## src/rtl/tulb_pkg.sv

```systemverilog
// Package for the texture unit LRU binder.
// Holds the request/result payload types, opcodes, FSM states and the
// controller/datapath interface structs; no dependencies.
`default_nettype none
package tulb_pkg;

  localparam int UNITS_DEFAULT = 16;
  localparam int UNIT_W        = 6;
  localparam int TEX_W         = 32;
  localparam int STAMP_W       = 64;

  typedef enum logic {
    OP_BIND   = 1'b0,
    OP_UNBIND = 1'b1
  } op_t;

  typedef struct packed {
    op_t              op;
    logic [TEX_W-1:0] tex_id;
  } req_t;

  typedef struct packed {
    logic [UNIT_W-1:0] unit;
    logic              already_bound;
    logic              found;
    logic              evicted;
    logic [TEX_W-1:0]  evicted_tex;
  } res_t;

  typedef enum logic [1:0] {
    ST_IDLE,
    ST_SCAN,
    ST_LAST,
    ST_DONE
  } state_t;

  typedef struct packed {
    logic load;    // capture request, restart scan
    logic issue;   // read the unit at the scan pointer
    logic finish;  // resolve, update the table, post the result
  } ctrl_cmd_t;

  typedef struct packed {
    logic last_issue;  // scan pointer is at the final unit
  } ctrl_stat_t;

endpackage
`default_nettype wire

```

## src/rtl/tulb_ctrl.sv

```systemverilog
// Controller FSM for the texture unit LRU binder.
// Sequences request capture, the unit scan and the final update.
// Depends on tulb_pkg.
`default_nettype none
module tulb_ctrl (
  input  wire                  clk,
  input  wire                  rst,
  input  wire                  start,
  input  tulb_pkg::ctrl_stat_t stat,
  output tulb_pkg::ctrl_cmd_t  cmd,
  output logic                 busy
);

  tulb_pkg::state_t state, state_next;

  always_ff @(posedge clk) begin
    if (rst) begin
      state <= tulb_pkg::ST_IDLE;
    end else begin
      state <= state_next;
    end
  end

  always_comb begin
    state_next = state;
    unique case (state)
      tulb_pkg::ST_IDLE: begin
        if (start) state_next = tulb_pkg::ST_SCAN;
      end
      tulb_pkg::ST_SCAN: begin
        if (stat.last_issue) state_next = tulb_pkg::ST_LAST;
      end
      tulb_pkg::ST_LAST: state_next = tulb_pkg::ST_DONE;
      tulb_pkg::ST_DONE: state_next = tulb_pkg::ST_IDLE;
      default:           state_next = tulb_pkg::ST_IDLE;
    endcase
  end

  always_comb begin
    cmd  = '0;
    busy = 1'b1;
    unique case (state)
      tulb_pkg::ST_IDLE: begin
        busy     = 1'b0;
        cmd.load = start;
      end
      tulb_pkg::ST_SCAN: cmd.issue  = 1'b1;
      tulb_pkg::ST_LAST: ;
      tulb_pkg::ST_DONE: cmd.finish = 1'b1;
      default:           ;
    endcase
  end

endmodule
`default_nettype wire

```

## src/rtl/tulb_datapath.sv

```systemverilog
// Datapath for the texture unit LRU binder: unit tables, per-unit valid bits,
// use counter, scan accumulators and the result register.
// Depends on tulb_pkg.
`default_nettype none
module tulb_datapath #(
  parameter int UNITS = tulb_pkg::UNITS_DEFAULT
) (
  input  wire                  clk,
  input  wire                  rst,
  input  tulb_pkg::req_t       request,
  input  tulb_pkg::ctrl_cmd_t  cmd,
  output tulb_pkg::ctrl_stat_t stat,
  output tulb_pkg::res_t       result,
  output logic                 done
);

  localparam int IDX_W = $clog2(UNITS);
  localparam int TW    = tulb_pkg::TEX_W;
  localparam int SW    = tulb_pkg::STAMP_W;

  logic [TW-1:0]    tex_mem   [UNITS];
  logic [SW-1:0]    stamp_mem [UNITS];
  logic [UNITS-1:0] valid;
  logic [SW-1:0]    counter;

  tulb_pkg::req_t req;
  logic [IDX_W-1:0] rd_addr;
  logic [IDX_W-1:0] rd_idx;
  logic             rd_live;
  logic [TW-1:0]    rd_tex;
  logic [SW-1:0]    rd_stamp;

  logic             hit_found;
  logic [IDX_W-1:0] hit_idx;
  logic             empty_found;
  logic [IDX_W-1:0] empty_idx;
  logic             min_seen;
  logic [IDX_W-1:0] min_idx;
  logic [SW-1:0]    min_stamp;
  logic [TW-1:0]    min_tex;

  logic             ent_valid;
  logic [SW-1:0]    ent_stamp;
  logic [SW-1:0]    new_stamp;
  logic             wr_en;
  logic [IDX_W-1:0] wr_idx;
  logic             clr_en;
  logic             bump;
  tulb_pkg::res_t   res_next;

  assign stat.last_issue = (rd_addr == IDX_W'(UNITS - 1));
  assign ent_valid       = valid[rd_idx];
  assign ent_stamp       = ent_valid ? rd_stamp : '0;
  assign new_stamp       = counter + SW'(1);

  // table memories: one write, one registered read per cycle
  always_ff @(posedge clk) begin
    if (wr_en) begin
      tex_mem[wr_idx]   <= req.tex_id;
      stamp_mem[wr_idx] <= new_stamp;
    end
    if (cmd.issue) begin
      rd_tex   <= tex_mem[rd_addr];
      rd_stamp <= stamp_mem[rd_addr];
    end
  end

  // scan pointer and accumulators
  always_ff @(posedge clk) begin
    if (cmd.load) begin
      req     <= request;
      rd_addr <= '0;
    end else if (cmd.issue) begin
      rd_addr <= rd_addr + IDX_W'(1);
    end
    if (cmd.issue) rd_idx <= rd_addr;

    if (cmd.load) begin
      hit_found   <= 1'b0;
      empty_found <= 1'b0;
      min_seen    <= 1'b0;
    end else if (rd_live) begin
      if (ent_valid && rd_tex == req.tex_id && !hit_found) begin
        hit_found <= 1'b1;
        hit_idx   <= rd_idx;
      end
      if (!ent_valid && !empty_found) begin
        empty_found <= 1'b1;
        empty_idx   <= rd_idx;
      end
      // strict compare keeps the lowest index on ties
      if (!min_seen || ent_stamp < min_stamp) begin
        min_seen  <= 1'b1;
        min_idx   <= rd_idx;
        min_stamp <= ent_stamp;
        min_tex   <= ent_valid ? rd_tex : '0;
      end
    end
  end

  // resolve the request once the scan has covered every unit
  always_comb begin
    wr_en    = 1'b0;
    wr_idx   = '0;
    clr_en   = 1'b0;
    bump     = 1'b0;
    res_next = '0;
    if (cmd.finish && req.tex_id != '0) begin
      if (req.op == tulb_pkg::OP_UNBIND) begin
        if (hit_found) begin
          clr_en         = 1'b1;
          res_next.unit  = tulb_pkg::UNIT_W'(hit_idx);
          res_next.found = 1'b1;
        end
      end else begin
        bump           = 1'b1;
        wr_en          = 1'b1;
        res_next.found = 1'b1;
        if (hit_found) begin
          wr_idx                 = hit_idx;
          res_next.already_bound = 1'b1;
        end else if (empty_found) begin
          wr_idx = empty_idx;
        end else begin
          wr_idx               = min_idx;
          res_next.evicted     = 1'b1;
          res_next.evicted_tex = min_tex;
        end
        res_next.unit = tulb_pkg::UNIT_W'(wr_idx);
      end
    end
  end

  always_ff @(posedge clk) begin
    if (cmd.finish) result <= res_next;
  end

  always_ff @(posedge clk) begin
    if (rst) begin
      valid   <= '0;
      counter <= '0;
      rd_live <= 1'b0;
      done    <= 1'b0;
    end else begin
      rd_live <= cmd.issue;
      done    <= cmd.finish;
      if (bump) counter <= new_stamp;
      if (wr_en) valid[wr_idx] <= 1'b1;
      if (clr_en) valid[hit_idx] <= 1'b0;
    end
  end

endmodule
`default_nettype wire

```

## src/rtl/texture_unit_lru_binder.sv

```systemverilog
// Texture unit LRU binder: fully associative unit table, LRU by timestamps.
// After the start transfer the units are scanned one per cycle through the
// tables' single read port, then the result is posted with the done strobe.
// One request at a time: a new start is taken only once busy drops, as done rises.
// The receiver cannot stall; done is high for exactly one cycle per result.
// Reset (rst, synchronous): every unit empty and use counter zero; stamps are not reset.
`default_nettype none
module texture_unit_lru_binder #(
  parameter int UNITS = tulb_pkg::UNITS_DEFAULT
) (
  input  wire            clk,
  input  wire            rst,
  input  wire            start,
  output logic           busy,
  input  tulb_pkg::req_t request,
  output logic           done,
  output tulb_pkg::res_t result
);

  tulb_pkg::ctrl_cmd_t  cmd;
  tulb_pkg::ctrl_stat_t stat;

  tulb_ctrl u_ctrl (
    .clk   (clk),
    .rst   (rst),
    .start (start),
    .stat  (stat),
    .cmd   (cmd),
    .busy  (busy)
  );

  tulb_datapath #(
    .UNITS (UNITS)
  ) u_datapath (
    .clk     (clk),
    .rst     (rst),
    .request (request),
    .cmd     (cmd),
    .stat    (stat),
    .result  (result),
    .done    (done)
  );

endmodule
`default_nettype wire

```

## config.mk

```make
export PLATFORM = sky130hd
export DESIGN_NAME = texture_unit_lru_binder
export DESIGN_NICKNAME = d
export VERILOG_FILES = /design/src/rtl/tulb_pkg.sv /design/src/rtl/tulb_ctrl.sv /design/src/rtl/tulb_datapath.sv /design/src/rtl/texture_unit_lru_binder.sv
export SDC_FILE = /design/constraint.sdc
export NUM_CORES = 2
export LEC_CHECK = 0
export ABC_CLOCK_PERIOD_IN_PS = 29200
export BUFFER_PORTS_ARGS = -buffer_cell sky130_fd_sc_hd__clkbuf_2
export CORE_AREA = 2 2 500 502
export DETAILED_ROUTE_END_ITERATION = 8
export DIE_AREA = 0 0 502 504
export SYNTH_ARGS = -nofsm -noshare
export SYNTH_HDL_FRONTEND = slang
export SYNTH_SLANG_ARGS = --single-unit
```

## constraint.sdc

```tcl
create_clock -name clk -period 29.2 [get_ports clk]
set_input_delay 2.92 -clock clk [delete_from_list [all_inputs] [get_ports clk]]
set_output_delay 2.92 -clock clk [all_outputs]
set_load 0.005 [all_outputs]
```

==> metrics.md <==
| Metric | Value |
|---|---|
| P per Cell Area | `79.0 nW/um^2` |
| First-pass GRT wire length | `about 250 mm` |
| Crit path DAT | `6.60 ns` |
| Skew final | `0.0325 ns` |
| CP Capture Type | `flop` |
| Clock Pin Slew Worst Setup and Hold Paths | `approximately 0.07 ns` |
| Layout cell share with drive strength beyond 1 | `between 20 and 25%` |
| Clock Latency Late Sink | `about 0.83 ns` |
| Mean post-synth cell area | `21.1 sq um` |
| FP Rows | `between 150 and 200` |
| Pre-CTS worst setup slack | `~23 ns` |
| Die Y | `around 500 um` |
| CTS tree | `built` |
| Synth-to-layout area growth | `14.6%` |
| Routed WL | `about 170 mm` |
| Synth unique cells | `54` |
| Core Region | `approximately 250000 sq um` |
| Max Slew Vio Count | `0` |
| M3 GR Usage | `between 2 and 2.5%` |
| Slew Limit Headroom | `approximately 8%` |
| Hold Vio Cnt, Final | `0` |
| Final min period | `a little over 6 ns` |
| Max FO, Critical Path | `67` |
| H-tree lvl count | `4` |
| Max_cap viols | `0` |
| Status | `finished, final reports clean` |
| Crit Path Category | `reg2reg` |
| Hold crit path type | `reg2reg` |
| Cell Area, Synth | `73900 sq um` |
| Setup Buffers After CTS | `0` |
| Vias per cell | `~4.9` |
| Clock root buffer | `clkbuf_16` |
| Leakage | `about 26 nW` |
| Placed instance area | `around 80000 sq um` |
| Router iterations before antenna repair | `5` |
| PortBufs | `between 70 and 80` |
| Met2 Track Usage GR | `a little over a fifth` |
| Residual DRC | `0` |
| Setup ws final | `approximately 23 ns` |
| I/O pin cnt | `between 70 and 80` |
| Global route total overflow | `0` |
| Avg WL per Cell | `24.0 um` |
| Fin nets | `approximately 3800` |
| Synth Warn # | `0` |
| EDFF count, synth | `about 1800` |
| Dpl hpwl | `92.9 mm` |
| Post-synthesis sequential area ratio | `76.2%` |
| Antenna Nets Post-Route | `0` |
| DR vias | `35000` |
| Cells after synthesis | `~3500` |
| #FFs+latches synth | `roughly 1900` |
| # setup viols final | `0` |
| CP required | `~30 ns` |
| Peak VDD IR | `just over 70 uV` |
| Initial DRC Count | `between 3000 and 4000` |
| CP Launch Type | `flop` |
| Period utilization | `between 20% and 30%` |
| Die Span X | `502 um` |
| Yosys top cell area share | `around 74%` |
| Top area cells in the synthesized netlist | `edfxtp_1 (74%), mux4_2 (15%), dfxtp_1 (2.5%), ha_1 (1.2%), and2_1 (1.1%)` |
| Vias in the first global route | `roughly 36000` |
| Setup TNS | `0 ns` |
| Commonest register cell after synthesis | `edfxtp_1` |
| Largest net degree at the start of global routing | `97` |
| Starting density of the core | `approximately 30%` |
| Hold Buf Count CTS | `0` |
| Clock Sinks | `between 1500 and 2000` |
| Fmax | `approximately 160 MHz` |
| Least-Margin Pin Slew | `1.37 ns` |
| RSZ-0062 raised after global routing | `no` |
| Die ar. | `approximately 250000 sq um` |
| Longest Clk Path Bufs | `3` |
| Post-synth top area cell | `edfxtp_1` |
| Routing usage on met1 | `19.1%` |
| Top Usage Layer GRT | `met2` |
| Initial antenna violation count | `7` |
| Num CTS Buffers | `approximately 190` |
| Post-CTS Resized | `0` |
| Post-synth ARST share | `0%` |
| Global Route Usage Sum | `13.5%` |
| Fin area | `approximately 85000 sq um` |
| GPL Wtd Cong | `~0.77` |
==> placed cells by master (no fill, tap or decap), drive strengths merged, types with 6 or more instances in the layout <==
cell type,n
a211oi,17
buf,83
and2,132
nor2b,7
and4,12
clkbuf,332
a21o,8
nand2,51
edfxtp,1816
and3,9
nand3,38
ha,70
xor2,67
clkinvlp,6
clkinv,72
mux2i,8
nor3,47
xnor2,69
or3,27
mux2,7
nor2,117
nand4,38
mux4,484
dfxtp,91
bufinv,12
inv,89
o21ai,34
a21oi,47
nor4,30
==> flip-flops by register name, summed over array words and instances, names as in the netlist, 2 cells and up <==
register              cells
u_datapath.min_tex       32
u_datapath.min_stamp     64
u_datapath.min_idx        4
u_datapath.tex_mem      512
u_datapath.result        39
u_datapath.counter       64
u_datapath.rd_addr        4
u_datapath.hit_idx        4
u_ctrl.state              2
u_datapath.empty_idx      4
u_datapath.req           33
u_datapath.rd_stamp      64
u_datapath.stamp_mem   1024
u_datapath.rd_idx         4
u_datapath.valid         16
u_datapath.rd_tex        32
==> cell families after synthesis <==
kind of cell,share of synthesized area (%)
buf+inv,1.22
xor+xnor,1.61
flops,76.2
simple gates,3.76
other cells,0.00507
mux,15.0
fa+ha+maj,1.18
compound gates,1.05
==> worst max-delay path, cell delays in order, from the launching register on <==
cell and delay (ns):
edfxtp_1 0.52, mux4_2 0.39, mux2i_1 0.10, mux2i_4 0.86
buf_4 0.65, and2_1 0.25, ha_1 0.25, a211o_1 0.30
a211oi_1 0.24, o311a_1 0.22, o221ai_1 0.16, nor2_4 0.81
buf_4 0.90
==> final cells by class <==
type / count / area [sq um]
Antenna cell: 2 / 5.00
Clock buffer: 257 / 5130
Clock inverter: 97 / 911
Fill cell: 22900 / 163000
Inverter: 82 / 308
Multi-Input combinational cell: 1355 / 16900
Sequential cell: 1907 / 56400
Tap cell: 3330 / 4170
Timing Repair Buffer: 158 / 1010
==> layer usage <==
metal | routed length (um) | vias to the layer above | share of wire, %
met5 | 13 | - | 0.0075
met4 | 3090 | 2 | 1.8
met3 | 10100 | 224 | 5.8
met2 | 83500 | 1116 | 48
met1 | 76100 | 18900 | 44
li1 | - | 14800 | -
==> cell usage after synthesis (51+ instances only) <==
cell	count
ha_1	70
clkbuf_1	116
xor2_1	67
nor2_1	117
mux4_2	484
dfxtp_1	91
and2_1	132
edfxtp_1	1816
nand2_1	51
xnor2_1	69
inv_1	81
==> report_power, final <==
| group | leakage, nW | switching (W) | internal [W] |
|---|---|---|---|
| registers | 17.5 | 0.000153 | 0.00317 |
| clock network | 2.94 | 0.00103 | 0.00134 |
| logic | 6.03 | 0.000497 | 0.000504 |
| total | 26.4 | 0.00168 | 0.00501 |
==> worst paths after layout <==
check | endpoint | slack (ns) | from | depth (start not counted)
hold / removal | u_datapath.counter[1] | 0.50 | u_datapath.counter[1] | 2
setup reg to reg | u_datapath.min_tex[5] | 23.02 | u_datapath.rd_idx[1] | 12
setup / recovery | u_datapath.min_tex[5] | 23.02 | u_datapath.rd_idx[1] | 12
hold reg to reg | u_datapath.counter[1] | 0.50 | u_datapath.counter[1] | 2
==> through the flow <==
stage / cells / hold WS, ns / utilization (%) / power (W)
after detailed placement: 6832 / 0.494 / 31.8 / 0.00441
after global placement: 6832 / 0.475 / 31.8 / 0.00440
after CTS: 7186 / 0.503 / 34.2 / 0.00678
after floorplan: 3500 / 0.406 / - / 0.00406
after global routing: 7186 / 0.517 / 34.2 / 0.00694
final: 7188 / 0.501 / 34.2 / 0.00670
Power figures use the tool's default switching activity.
